--- src/rtl/efc_pkg.sv ---
package efc_pkg;

  // Data widths
  localparam int WORD_W  = 32;
  localparam int PROD_W  = 2 * WORD_W;
  localparam int WIDE_W  = PROD_W + 1;
  localparam int COUNT_W = 16;
  localparam int RGB_W   = 24;
  localparam int BOUND_W = 31;

  // Fixed-point scale of z and c
  localparam int FRAC_BITS = 28;

  // Palette
  localparam int PALETTE_SIZE = 16;
  localparam int PAL_IDX_W    = $clog2(PALETTE_SIZE);

  // Configuration port
  localparam int CFG_IDX_W  = 8;
  localparam int CFG_DATA_W = BOUND_W;

  localparam logic [CFG_IDX_W-1:0] CFG_ITER_LIMIT   = CFG_IDX_W'(0);
  localparam logic [CFG_IDX_W-1:0] CFG_ESCAPE_BOUND = CFG_IDX_W'(1);

  localparam logic [COUNT_W-1:0] ITER_LIMIT_RST   = COUNT_W'(1000);
  localparam logic [BOUND_W-1:0] ESCAPE_BOUND_RST = BOUND_W'(32'h4000_0000);

  localparam logic [WORD_W-1:0] WORD_MAX = {1'b0, {(WORD_W-1){1'b1}}};
  localparam logic [WORD_W-1:0] WORD_MIN = {1'b1, {(WORD_W-1){1'b0}}};

  localparam logic [RGB_W-1:0] PALETTE [PALETTE_SIZE] = '{
    24'h421E0F, 24'h19071A, 24'h09012F, 24'h040449,
    24'h000764, 24'h0C2C8A, 24'h1852B1, 24'h3987D1,
    24'h86B5E5, 24'hD3ECF8, 24'hF1E9BF, 24'hF8C95F,
    24'hFFAA00, 24'hCC8000, 24'h995700, 24'h6A3403
  };

  // Channel payloads
  typedef struct packed {
    logic signed [WORD_W-1:0] c_re;
    logic signed [WORD_W-1:0] c_im;
  } point_t;

  typedef struct packed {
    logic [COUNT_W-1:0] iter_count;
    logic [RGB_W-1:0]   rgb;
  } pixel_t;

  // Controller states
  typedef enum logic [2:0] {
    S_IDLE,
    S_MUL,
    S_SUM,
    S_TEST,
    S_EMIT
  } state_t;

  // Controller -> datapath
  typedef struct packed {
    logic load;
    logic mul;
    logic sum;
    logic test;
    logic emit;
  } cmd_t;

  // Datapath -> controller
  typedef struct packed {
    logic limit_zero;
    logic escape;
    logic last_iter;
  } status_t;

  // Clamp a wide signed value to the signed word range
  function automatic logic [WORD_W-1:0] sat_word(input logic signed [WIDE_W-1:0] x);
    logic hi;
    logic lo;
    hi = !x[WIDE_W-1] && (|x[WIDE_W-2:WORD_W-1]);
    lo = x[WIDE_W-1] && !(&x[WIDE_W-2:WORD_W-1]);
    if (hi) begin
      return WORD_MAX;
    end else if (lo) begin
      return WORD_MIN;
    end
    return x[WORD_W-1:0];
  endfunction

  // Black for zero count or a point that reached the limit
  function automatic logic [RGB_W-1:0] pick_color(input logic [COUNT_W-1:0] n,
                                                  input logic [COUNT_W-1:0] limit);
    if (n != '0 && n < limit) begin
      return PALETTE[n[PAL_IDX_W-1:0]];
    end
    return '0;
  endfunction

endpackage

--- src/rtl/efc_ctrl.sv ---
module efc_ctrl (
  input  logic              clk,
  input  logic              rst,
  input  logic              in_valid,
  output logic              in_ready,
  output logic              out_valid,
  input  logic              out_ready,
  input  efc_pkg::status_t  status,
  output efc_pkg::cmd_t     cmd
);

  efc_pkg::state_t state, state_next;
  logic            out_full, out_full_next;

  // State and result-valid registers
  always_ff @(posedge clk) begin
    if (rst) begin
      state    <= efc_pkg::S_IDLE;
      out_full <= 1'b0;
    end else begin
      state    <= state_next;
      out_full <= out_full_next;
    end
  end

  assign out_valid = out_full;

  // Next state and commands
  always_comb begin
    state_next = state;
    cmd        = '0;
    in_ready   = 1'b0;
    unique case (state)
      efc_pkg::S_IDLE: begin
        in_ready = 1'b1;
        if (in_valid) begin
          cmd.load   = 1'b1;
          state_next = status.limit_zero ? efc_pkg::S_EMIT : efc_pkg::S_MUL;
        end
      end
      efc_pkg::S_MUL: begin
        cmd.mul    = 1'b1;
        state_next = efc_pkg::S_SUM;
      end
      efc_pkg::S_SUM: begin
        cmd.sum    = 1'b1;
        state_next = efc_pkg::S_TEST;
      end
      efc_pkg::S_TEST: begin
        cmd.test   = 1'b1;
        state_next = (status.escape || status.last_iter) ? efc_pkg::S_EMIT : efc_pkg::S_MUL;
      end
      efc_pkg::S_EMIT: begin
        // wait for the result register to free up
        if (!out_full || out_ready) begin
          cmd.emit   = 1'b1;
          state_next = efc_pkg::S_IDLE;
        end
      end
      default: state_next = efc_pkg::S_IDLE;
    endcase
  end

  // Result register is full until the result is taken
  always_comb begin
    out_full_next = out_full;
    if (cmd.emit) begin
      out_full_next = 1'b1;
    end else if (out_ready) begin
      out_full_next = 1'b0;
    end
  end

endmodule

--- config.mk ---
export PLATFORM = sky130hd
export DESIGN_NAME = efc_ctrl
export DESIGN_NICKNAME = d
export VERILOG_FILES = /design/src/rtl/efc_pkg.sv /design/src/rtl/efc_ctrl.sv
export SDC_FILE = /design/constraint.sdc
export NUM_CORES = 1
export LEC_CHECK = 0
export ABC_CLOCK_PERIOD_IN_PS = 1160
export BUFFER_PORTS_ARGS = -buffer_cell sky130_fd_sc_hd__buf_4
export CORE_AREA = 4 4 41 43
export DETAILED_ROUTE_END_ITERATION = 7
export DIE_AREA = 0 0 45 47
export HOLD_SLACK_MARGIN = 0.08
export PLACE_DENSITY_LB_ADDON = 0.2
export SETUP_SLACK_MARGIN = 0.05
export SLEW_MARGIN = 30
export SYNTH_ARGS = -nofsm -noshare
export SYNTH_HDL_FRONTEND = slang
export SYNTH_SLANG_ARGS = --single-unit
--- constraint.sdc ---
create_clock -name clk -period 1.16 [get_ports clk]
set_clock_uncertainty 0.1 [all_clocks]
set_input_delay 0.116 -clock clk [delete_from_list [all_inputs] [get_ports clk]]
set_output_delay 0.116 -clock clk [all_outputs]
set_load 0.02 [all_outputs]
# Word-level counts from Yosys, hierarchy flattened
# Index checks and enable logic that the tools add are counted.
[word_totals] reg_bits=4 rom_bits=0 ram_bits=0 memories=0 elab_cells=29 input_bits=7 latchBits=0
[op_classes] multipliers=0 mux=15 n_addsub=0 reduce_logical=6 eq_ne=6 div=0 bitwise=0 magnitude_cmp=0 shift=0
[op_table] op="3-bit one-hot mux with 5 select lines" n=1
[op_table] op="3-bit 2-to-1 mux" n=4
[op_table] op="1-bit 2-to-1 mux" n=10
[op_table] op="3-bit by 2-bit equality test with 1-bit output, second input constant" n=2
[op_table] op="2-bit != test, second input constant" n=2
[op_table] op="3-bit by 1-bit equality test with 1-bit output, second input constant" n=1
[op_table] op="3-bit equality test, second input constant" n=1
[op_table] op="3-bit logical NOT" n=1
[op_table] op="1-bit logical OR" n=2
[op_table] op="2-bit AND reduction" n=1
[op_table] op="2-bit nonzero test" n=1
[op_table] op="1-bit logical NOT" n=1

# Depth between registers and ports, before layout
# Gate-level depths: netlist of the first run.
[logic_depth] word_depth=5 mapped_depth=4 ltp_nobuf=3

# Worst setup path before layout of the first run
# No wires, ideal clock.
[synth_timing] path_type="reg-to-output" startpoint="register state[2]" endpoint="output cmd[4] (netlist name)" path_stages_with_launch=4 t_arrival_ns=1.307 n_path_buf=1 path_slack_ns=-0.363 path_cell_list="dfxtp_1 -> buf_2 -> nor3_1 -> and2_1"
[synth_rtl] element="start, declared" line_no="efc_ctrl.sv:12" source="efc_pkg::state_t state, state_next;"
[synth_rtl] element="start signal, assigned" line_no="efc_ctrl.sv:18" source="state <= efc_pkg::S_IDLE;"
[synth_rtl] element="start signal, assigned" line_no="efc_ctrl.sv:21" source="state <= state_next;"
[synth_rtl] element="end, declared" line_no="efc_ctrl.sv:9" source="output efc_pkg::cmd_t cmd"

==> results.md, run 1 <==
* DIE HEIGHT at approximately 47 um
* Setup ws final at -0.116 ns
* Fmax at 784 MHz
* Hold/Removal Path Class: primary input to flop
* Fill count at ~140
* H-tree levels at 1
* Failing checks: setup timing
* Die Area at ~0.0021 mm^2
* Xor/xnor share of the synthesized area at 0.0350
* DPL Wire Length at around 500 um
* Core area at 0.00130 mm^2
* First-pass iteration count of the detailed router at 4
* Slowest cell delay on critical path at between 0.3 and 0.4 ns
* Starting Density at 0.192
* CP endpoint kind: output port
* CP cell instances: nor2_4 -> and3_4 -> buf_6
* Worst reg2reg setup slack at 0.04 ns
* Final setup violation count at 6
* Nets@finish at 58
* Post-Synthesis Cells at 29
* Largest net degree at the start of global routing at 9
* Seq/Total Area, Yosys at 0.320
* Gpl congestion at slightly below 0.8
* Share of layout cells above drive strength 1 at 0.714
* Count of cell types in the netlist at 19
* P per Cell Area at 1170 mW/mm^2
* Post-Synth Adder-Cell Area at 0
* Row count at 13
* Total wire length at approximately 780 um
* Complex-gate fraction of the synthesized area at 0.210
* CP Data Required Time at around 0.94 ns
* Max_cap viols at 0
* Simple-Gate Fraction of Synth Area at 0.295
* #FFs+latches synth at 4
* Final Util at 0.390
* CTS Buf Count at 3
* Crit-path max FO at 7
* Max clock buf depth at 2
* RSZ-0062 raised after global routing: true
* IO Port Bufs at 13
* Synth warnings at 0
* Routed WL per cell at roughly 12 um
* Sink Count at 4
* Via/cell ratio at 4.55
* Vias at 291
* Status: finished with violations
* CTS tree: yes
* Area growth from synthesis to layout at 103%
* Post-route non-filler standard cell count at 64
* First-pass GRT wire length at between 1 and 1.5 mm
* Grt ovf at 0
* VDD IR max at between 400 and 500 uV
* Max Slew Vio Count at 0
* Die Wd at 45 um
* Setup crit start kind: flop
* Critical path's slowest cell: dfxtp_4
* Main combinational cell family by area after synthesis: simple AND/OR/NAND/NOR gates
* Placed cell count at 55
* WS Path Type: flop to output port
* Period utilisation layout at 1.10
* WP data arrival at between 1 and 1.5 ns
* Syn avg cell area at 8.63 um^2
* Remaining DRCs at 0
* DRT antenna net count at 0
* Worst skew pair latency at around 0.23 ns
* Worst Tran Pin Value at approximately 0.28 ns
* Vias in the first global route at around 310
* Clk root buf: clkbuf_4
* Total negative slack at -0.407 ns
* Post-Syn Area at approximately 250 um^2
* Number of DRC markers in iteration 0 at 7
* Num ports at 14
* Post-layout min period at between 1 and 1.5 ns
* Syn Nets at 36
* Diodes inserted at 0
* Hold Vio Cnt, Final at 0
* Post-synthesis mux area share at 0
* Max-Slew Margin vs Limit at 0.812
* Leak Pwr at approximately 0.23 nW
* Gr usage total at 0.0910
* Initial antenna violation count at 0
* Reg clk slew, reported paths at 0.04 ns
worst max-delay path, delay by kind of cell, from the launching register on:
kind	cells	cell delay, ns
buffers and inverters	1	0.11
and+or+nand+nor	2	0.34
DFF	1	0.37
power by group:
group	switching, mW	leakage [nW]	internal (mW)
Clock	0.0560	0.0138	0.116
Combinational	0.101	0.180	0.139
Sequential	0.0287	0.0349	0.152
Total	0.186	0.229	0.406
cells in the final DEF, fill, tap and decap left out, types with 2 or more instances in the layout:
cell type | synthesis | routed
buf_4 | 2 | 12
buf_6 | 1 | 7
clkbuf_4 | 0 | 3
dfxtp_4 | 0 | 3
nand2_1 | 2 | 2
cells by family (layout without fill, tap and decap cells):
kind of cell | Yosys count | count (layout)
simple gates | 13 | 13
compound gates | 6 | 6
buf+inv | 5 | 25
flops | 4 | 4
xor+xnor | 1 | 1
area by class of cell:
type,instances,area (um^2),share of cell area
clock buffers,3,22.5,0.0443
well taps,15,18.8,0.0369
multi-input cells,20,188,0.369
repair buffers,21,184,0.362
inverters,1,3.75,0.00739
flip-flops and latches,4,91.3,0.180
path summary, 6_finish.rpt:
check	start	to	depth (start not counted)
setup / recovery	state[0]$_SDFFE_PP0P_	cmd[0]	3
hold reg to reg	out_valid$_SDFFE_PP0P_	out_valid$_SDFFE_PP0P_	2
setup reg to reg	state[1]$_SDFFE_PP0P_	state[2]$_SDFFE_PP0P_	3
hold / removal	status[2]	state[2]$_SDFFE_PP0P_	3
routing by layer:
layer | vias up | share of wire | GRT usage
met5 | - | 0 | 0
met4 | 0 | 0 | 0.0526
met3 | 0 | 0.046 | 0.0345
met2 | 9 | 0.58 | 0.169
met1 | 141 | 0.37 | 0.0845
li1 | 141 | - | -
registers in the layout (all words and copies together) (netlist names):
signal,flops
out_valid,1
state,3
metrics by stage:
stage	total power [mW]	area, um^2	setup WS, ns	hold WS [ns]
4_1_cts	0.590	495	-0.116	0.0993
3_3_place_gp	0.341	363	-0.0122	0.215
5_1_grt	0.636	508	-0.163	0.116
6_report	0.592	508	-0.116	0.102
2_1_floorplan	0.283	263	-0.0481	0.0851
3_5_place_dp	0.343	363	-0.0490	0.217
cells in the mapped netlist (all sizes together):
master / n / share of area
o211a: 1 / 0.040
and2: 1 / 0.025
a21oi: 2 / 0.040
and3: 1 / 0.025
buf: 4 / 0.12
nor3b: 2 / 0.060
xnor2: 1 / 0.035
dfxtp: 4 / 0.32
nor3: 3 / 0.060
o31a: 1 / 0.035
nand2b: 1 / 0.025
nor2: 2 / 0.030
a2111oi: 1 / 0.060
inv: 1 / 0.015
nand2: 2 / 0.030
a311oi: 1 / 0.035
and3b: 1 / 0.040
repair_timing:
action	4_1_cts	5_1_grt
hold buffers	1	0
pin swaps	2	1
resized for setup	18	3
cloned	0	0
hold endpoints to repair	4	0
buffers inserted	5	0
setup endpoints to repair	8	8
No activity file was read; power rests on OpenSTA's default activity.
==> run 2, diff against run 1 <==
- CORE_AREA: 4 4 41 43 -> 2 2 39 41
- DIE_AREA: 0 0 45 47 -> 0 0 41 43
==> run 2 against run 1 <==
Worst hold slack got worse by 0.022 ns. Sequential share of layout area decreased by 0.088 points. Cell count increased by 1.6%. Die area decreased by 17%. Sequential power about the same. Total power decreased by 1.5%. Global-route usage increased by 0.94 points. The run still ends with setup timing left. Wire length decreased by 14%.
==> results.md, run 2 (same netlist as run 1, synthesis figures left out) <==
* Fmax at 789 MHz (was 784 MHz)
* Total wire length at 671 um (was 779 um)
* Placed cell count at 56 (was 55)
* Fill count at 151 (was 142)
* Post-route non-filler standard cell count at 65 (was 64)
* Critical path's slowest cell: dfxtp_4 (unchanged)
* WS Path Type: flop to output port (unchanged)
* Routed WL per cell at 10.3 um (was 12.2 um)
* Crit path depth at 3 (unchanged)
* CP Data Required Time at 0.94 ns (about the same)
* DPL Wire Length at 459 um (was 501 um)
* Via/cell ratio at 4.26 (was 4.55)
* CP cell instances: nor3_4 -> and2_4 -> buf_6 (was nor2_4 -> and3_4 -> buf_6)
* Finished Cell Area at 510 um^2 (was 508 um^2)
* IO Port Bufs at 13 (unchanged)
* Final setup violation count at 7 (was 6)
* Max-Slew Margin vs Limit at 0.818 (was 0.812)
* Post-layout min period at 1.27 ns (was 1.28 ns)
* Max_cap viols at 0 (unchanged)
* Most common cell after layout, fill and taps aside: buf_4 (unchanged)
* Worst setup startpoint: state[2]$_SDFFE_PP0P_ (was state[0]$_SDFFE_PP0P_)
* RSZ-0062 raised after global routing: true (unchanged)
* Number of DRC markers in iteration 0 at 1 (was 7)
* Max reg flops at 3 (unchanged)
* Worst Tran Pin Value at 0.271 ns (was 0.280 ns)
* Die Wd at 41 um (was 45 um)
* Row count at 14 (was 13)
* Core area at 0.00138 mm^2 (was 0.00130 mm^2)
* VDD IR max at 524 uV (was 483 uV)
* Max clock buf depth at 2 (unchanged)
* RR Startpoint: state[1]$_SDFFE_PP0P_ (unchanged)
* Setup crit start kind: flop (unchanged)
* Setup ws final at -0.107 ns (was -0.116 ns)
* Share of layout cells above drive strength 1 at 0.735 (was 0.714)
* Nets@finish at 58 (unchanged)
* Clock power frac at 0.288 (was 0.290)
* CP Capture Point: cmd[4] (was cmd[0])
* Sink Count at 4 (unchanged)
* WP data arrival at 1.05 ns (was 1.06 ns)
* Hold/Removal Path Class: primary input to flop (unchanged)
* CP endpoint kind: output port (unchanged)
* Num ports at 14 (unchanged)
* Leak Pwr at 0.229 nW (about the same)
* Net Switching at 178 uW (was 186 uW)
* Gpl congestion at 0.747 (was 0.795)
* First-pass GRT wire length at 1.19 mm (was 1.34 mm)
* Vias at 277 (was 291)
* Sw frac at 0.305 (was 0.314)
* Reg clk slew, reported paths at 0.04 ns (about the same)
* Initial antenna violation count at 0 (unchanged)
* Worst reg2reg path depth at 4 (was 3)
* Most frequent cells in the layout: buf_4 (14), buf_6 (6), clkbuf_4 (3), dfxtp_4 (3) (was buf_4 (12), buf_6 (7), clkbuf_4 (3), dfxtp_4 (3), nand2_1 (2))
* Max Slew Vio Count at 0 (unchanged)
* Buffers & Inverters on Critical Path at 1 (unchanged)
* P per Cell Area at 1140 mW/mm^2 (was 1170 mW/mm^2)
* CTS Buf Count at 3 (unchanged)
* Grt ovf at 0 (unchanged)
* Hold Vio Cnt, Final at 0 (unchanged)
* Gr usage total at 0.100 (was 0.0910)
* Crit-path max FO at 8 (was 7)
* Remaining DRCs at 0 (unchanged)
* Period utilisation layout at 1.09 (was 1.10)
* Failing checks: setup timing (unchanged)
* DIE HEIGHT at 43 um (was 47 um)
* Worst path top cell family by delay: flip-flops (unchanged)
* Diodes inserted at 0 (unchanged)
* Dpl ws at -0.0167 ns (was -0.0490 ns)
* Worst reg2reg setup slack at -0.10 ns (was 0.04 ns)
* Die Area at 0.00176 mm^2 (was 0.00212 mm^2)
* Biggest register: state (unchanged)
* Starting Density at 0.181 (was 0.192)
* Area of the multi-input gates at 190 um^2 (was 188 um^2)
* Area growth from synthesis to layout at 104% (was 103%)
* Largest net degree at the start of global routing at 9 (unchanged)
* CTS tree: yes (unchanged)
* Post-DP Area at 364 um^2 (was 363 um^2)
* Worst skew pair latency at 0.23 ns (about the same)
* Cell-internal power at 405 uW (was 406 uW)
* First-pass iteration count of the detailed router at 2 (was 4)
* H-tree levels at 1 (unchanged)
* Slowest cell delay on critical path at 0.37 ns (about the same)
* Vias in the first global route at 281 (was 314)
* DRT antenna net count at 0 (unchanged)
* Reg2Reg Capture Point: state[2]$_SDFFE_PP0P_ (unchanged)
* Clk root buf: clkbuf_4 (unchanged)
* Storage cell area at 91.3 um^2 (unchanged)
* Flop pwr share at 0.308 (was 0.305)
* Status: finished with violations (unchanged)
* Logic pwr share at 0.403 (was 0.405)
==> run 2: per-layer routing <==
layer,global-route usage,routed length (um)
met5,0,0
met4,0.0200,0
met3,0.0628,33
met1,0.125,263
met2,0.144,375
==> run 2: worst min-delay path by stage <==
stage	startpoint	cells after the start	slack [ns]	to
after floorplan	rst	1	0.09	out_valid$_SDFFE_PP0P_
after global placement	rst	2	0.22	out_valid$_SDFFE_PP0P_
after detailed placement	rst	2	0.22	out_valid$_SDFFE_PP0P_
after CTS	status[1]	4	0.07	state[0]$_SDFFE_PP0P_
after global routing	status[1]	4	0.10	state[0]$_SDFFE_PP0P_
final	status[1]	4	0.08	state[0]$_SDFFE_PP0P_
==> run 2: what timing repair did <==
| item | in CTS | in global routing |
|---|---|---|
| endpoints found under the setup margin | 8 | 8 |
| endpoints found under the hold margin | 4 | 0 |
| gates resized for setup | 15 | 6 |
| setup buffers | 4 | 1 |
| pin swaps | 2 | 4 |
| hold buffers | 1 | 0 |
==> run 2: worst reg2reg max path, delay by kind of cell (launching register included) <==
kind | cells | cell delay, ns
flops | 1 | 0.37
buf+inv | 2 | 0.25
simple gates | 1 | 0.16
compound gates | 1 | 0.28
==> run 2: area by class of cell <==
class,instances,share of cell area
Clock buffer,3,0.0441
Inverter,1,0.00735
Multi-Input combinational cell,20,0.373
Sequential cell,4,0.179
Tap cell,16,0.0392
Timing Repair Buffer,21,0.358
==> run 2: metrics by stage <==
| step | hold WS [ns] | utilization | power, mW | TNS (ns) |
|---|---|---|---|---|
| after floorplan | 0.0851 | - | 0.283 | -0.139 |
| after global placement | 0.218 | 0.263 | 0.340 | -0.00882 |
| after detailed placement | 0.219 | 0.263 | 0.340 | -0.0167 |
| after CTS | 0.0681 | 0.341 | 0.573 | -0.496 |
| after global routing | 0.102 | 0.369 | 0.621 | -0.812 |
| final | 0.0793 | 0.369 | 0.583 | -0.449 |
==> run 2: power by group through the flow <==
stage	logic [mW]	registers, mW	clock network (mW)
final	0.235	0.180	0.168
after global routing	0.251	0.185	0.186
after CTS	0.217	0.179	0.177
after detailed placement	0.161	0.179	0
after global placement	0.161	0.179	0
after floorplan	0.123	0.159	0
==> run 3, diff against run 2 <==
==> constraint.sdc (replaced) <==
create_clock -name clk -period 1.16 [get_ports clk]
set_clock_uncertainty 0.1 [all_clocks]
set_input_delay 0.232 -clock clk [delete_from_list [all_inputs] [get_ports clk]]
set_output_delay 0.232 -clock clk [all_outputs]
set_load 0.02 [all_outputs]
==> run 3 against run 2 <==
The run still ends with setup timing left. Sequential share of layout area is 0.63 points lower. Clock power is 5% higher. Maximum frequency is 8.9% lower. Highest routed layer is now met4. Non-clock buffer count is 3 higher.
==> results.md, run 3 (same netlist as run 1, synthesis figures left out) <==
* Period utilisation layout at 1.20 (was 1.09)
* First-pass GRT wire length at 1.19 mm (about the same)
* WL met3 at 28 um (was 33 um)
* Hold Vio Cnt, Final at 0 (unchanged)
* Flop pwr share at 0.289 (was 0.308)
* Net Switching at 190 uW (was 178 uW)
* Remaining DRCs at 0 (unchanged)
* Hold/Removal Path Class: primary input to flop (unchanged)
* DRT antenna net count at 0 (unchanged)
* Max-Slew Margin vs Limit at 0.839 (was 0.818)
* Die Wd at 41 um (unchanged)
* WS Path Type: flop to output port (unchanged)
* CTS tree: yes (unchanged)
* Leak Pwr at 0.248 nW (was 0.229 nW)
* Share of layout cells above drive strength 1 at 0.750 (was 0.735)
* Max Slew Vio Count at 0 (unchanged)
* Area growth from synthesis to layout at 112% (was 104%)
* Diodes inserted at 0 (unchanged)
* Met2 wire length at 408 um (was 375 um)
* Row count at 14 (unchanged)
* Worst reg2reg setup slack at 0.02 ns (was -0.10 ns)
* WP data arrival at 1.06 ns (was 1.05 ns)
* Die Area at 0.00176 mm^2 (unchanged)
* Placed cell count at 60 (was 56)
* Setup crit start kind: flop (unchanged)
* Setup ws final at -0.231 ns (was -0.107 ns)
* Max_cap viols at 0 (unchanged)
* Worst setup startpoint: state[1]$_SDFFE_PP0P_ (was state[2]$_SDFFE_PP0P_)
* Cell-internal power at 429 uW (was 405 uW)
* Most common cell after layout, fill and taps aside: buf_4 (unchanged)
* CP endpoint kind: output port (unchanged)
* VDD IR max at 409 uV (was 524 uV)
* Sink Count at 4 (unchanged)
* Gpl congestion at 0.801 (was 0.747)
* Total negative slack at -1.18 ns (was -0.449 ns)
* CTS hold repair buffers at 0 (was 1)
* Worst skew pair latency at 0.24 ns (was 0.23 ns)
* Num ports at 14 (unchanged)
* Biggest register: state (unchanged)
* Hold WS at 0.0957 ns (was 0.0793 ns)
* Core area at 0.00138 mm^2 (unchanged)
* CTS Buf Count at 3 (unchanged)
* Clk root buf: clkbuf_4 (unchanged)
* Status: finished with violations (unchanged)
* Largest net degree at the start of global routing at 7 (was 9)
* Initial antenna violation count at 0 (unchanged)
* Grt ovf at 0 (unchanged)
* CP Capture Point: cmd[4] (unchanged)
* Met1 WL at 288 um (was 263 um)
* Failing checks: setup timing (unchanged)
* Max reg flops at 3 (unchanged)
* Vias in the first global route at 324 (was 281)
* Total wire length at 734 um (was 671 um)
* Vias at 293 (was 277)
* CP Data Required Time at 0.83 ns (was 0.94 ns)
* Reg2Reg Capture Point: state[0]$_SDFFE_PP0P_ (was state[2]$_SDFFE_PP0P_)
* DIE HEIGHT at 43 um (unchanged)
* Reg clk slew, reported paths at 0.04 ns (about the same)
* IO Port Bufs at 13 (unchanged)
* Post-route non-filler standard cell count at 68 (was 65)
* Finished Cell Area at 529 um^2 (was 510 um^2)
* Dpl ws at -0.0799 ns (was -0.0167 ns)
* Worst reg2reg path depth at 3 (was 4)
* Nets@finish at 61 (was 58)
* Gr usage total at 0.100 (unchanged)
* Final setup violation count at 6 (was 7)
* Via/cell ratio at 4.31 (was 4.26)
* Fmax at 719 MHz (was 789 MHz)
* Routed WL per cell at 10.8 um (was 10.3 um)
* RSZ-0062 raised after global routing: true (unchanged)
* Post-DP Area at 405 um^2 (was 364 um^2)
* Sw frac at 0.307 (was 0.305)
* Most frequent cells in the layout: buf_4 (15), buf_6 (9), clkbuf_4 (3), dfxtp_4 (3) (was buf_4 (14), buf_6 (6), clkbuf_4 (3), dfxtp_4 (3))
* Crit-path max FO at 6 (was 8)
* Worst Tran Pin Value at 0.241 ns (was 0.271 ns)
* Starting Density at 0.181 (unchanged)
* Top layer in use: met4 (was met3)
* Max clock buf depth at 2 (unchanged)
* DPL Wire Length at 514 um (was 459 um)
* First-pass iteration count of the detailed router at 2 (unchanged)
* H-tree levels at 1 (unchanged)
* Logic pwr share at 0.428 (was 0.403)
* RR Startpoint: state[1]$_SDFFE_PP0P_ (unchanged)
* Number of DRC markers in iteration 0 at 10 (was 1)
* Post-layout min period at 1.39 ns (was 1.27 ns)
* Clock power frac at 0.284 (was 0.288)
* P per Cell Area at 1170 mW/mm^2 (was 1140 mW/mm^2)
==> run 3: layout make-up <==
class                   count  area [um^2]
fillers                   148          855
repair buffers             24          214
multi-input cells          20          178
flip-flops and latches      4         91.3
clock buffers               3         22.5
well taps                  16         20.0
inverters                   1         3.75
==> run 3: what timing repair did <==
item                                    CTS  global route
gates resized for setup                  16             3
endpoints found under the setup margin    8             8
setup buffers                             4             1
pin swaps                                 5             3
==> run 3: routing by layer <==
| layer | GRT usage | up-vias |
|---|---|---|
| met5 | 0 | - |
| li1 | - | 150 |
| met3 | 0.0314 | 2 |
| met2 | 0.163 | 8 |
| met1 | 0.106 | 133 |
| met4 | 0.0600 | 0 |
==> run 3: power by group through the flow <==
| stage | Clock, mW | Combinational, mW | Sequential, mW |
|---|---|---|---|
| final | 0.176 | 0.265 | 0.179 |
| after global routing | 0.188 | 0.279 | 0.182 |
| after CTS | 0.178 | 0.247 | 0.178 |
| after detailed placement | 0 | 0.193 | 0.175 |
| after global placement | 0 | 0.193 | 0.174 |
| after floorplan | 0 | 0.134 | 0.160 |
==> run 3: through the flow <==
step / util / total power [mW]
floorplan: - / 0.295
global placement: 0.293 / 0.367
detailed placement: 0.293 / 0.368
CTS: 0.368 / 0.602
global route: 0.382 / 0.649
finish: 0.382 / 0.619
==> run 3: worst min-delay path by stage <==
stage	from	to	depth (start not counted)
after CTS	rst	state[2]$_SDFFE_PP0P_	2
after global placement	rst	out_valid$_SDFFE_PP0P_	2
after detailed placement	rst	out_valid$_SDFFE_PP0P_	2
final	rst	state[2]$_SDFFE_PP0P_	2
after floorplan	rst	out_valid$_SDFFE_PP0P_	1
after global routing	rst	state[2]$_SDFFE_PP0P_	2
==> run 3: worst max-delay path, cell delays in order, from the launching register on <==
cell and delay [ns]:
dfxtp_4 0.36, nor3_4 0.19, and2_4 0.16, buf_6 0.11
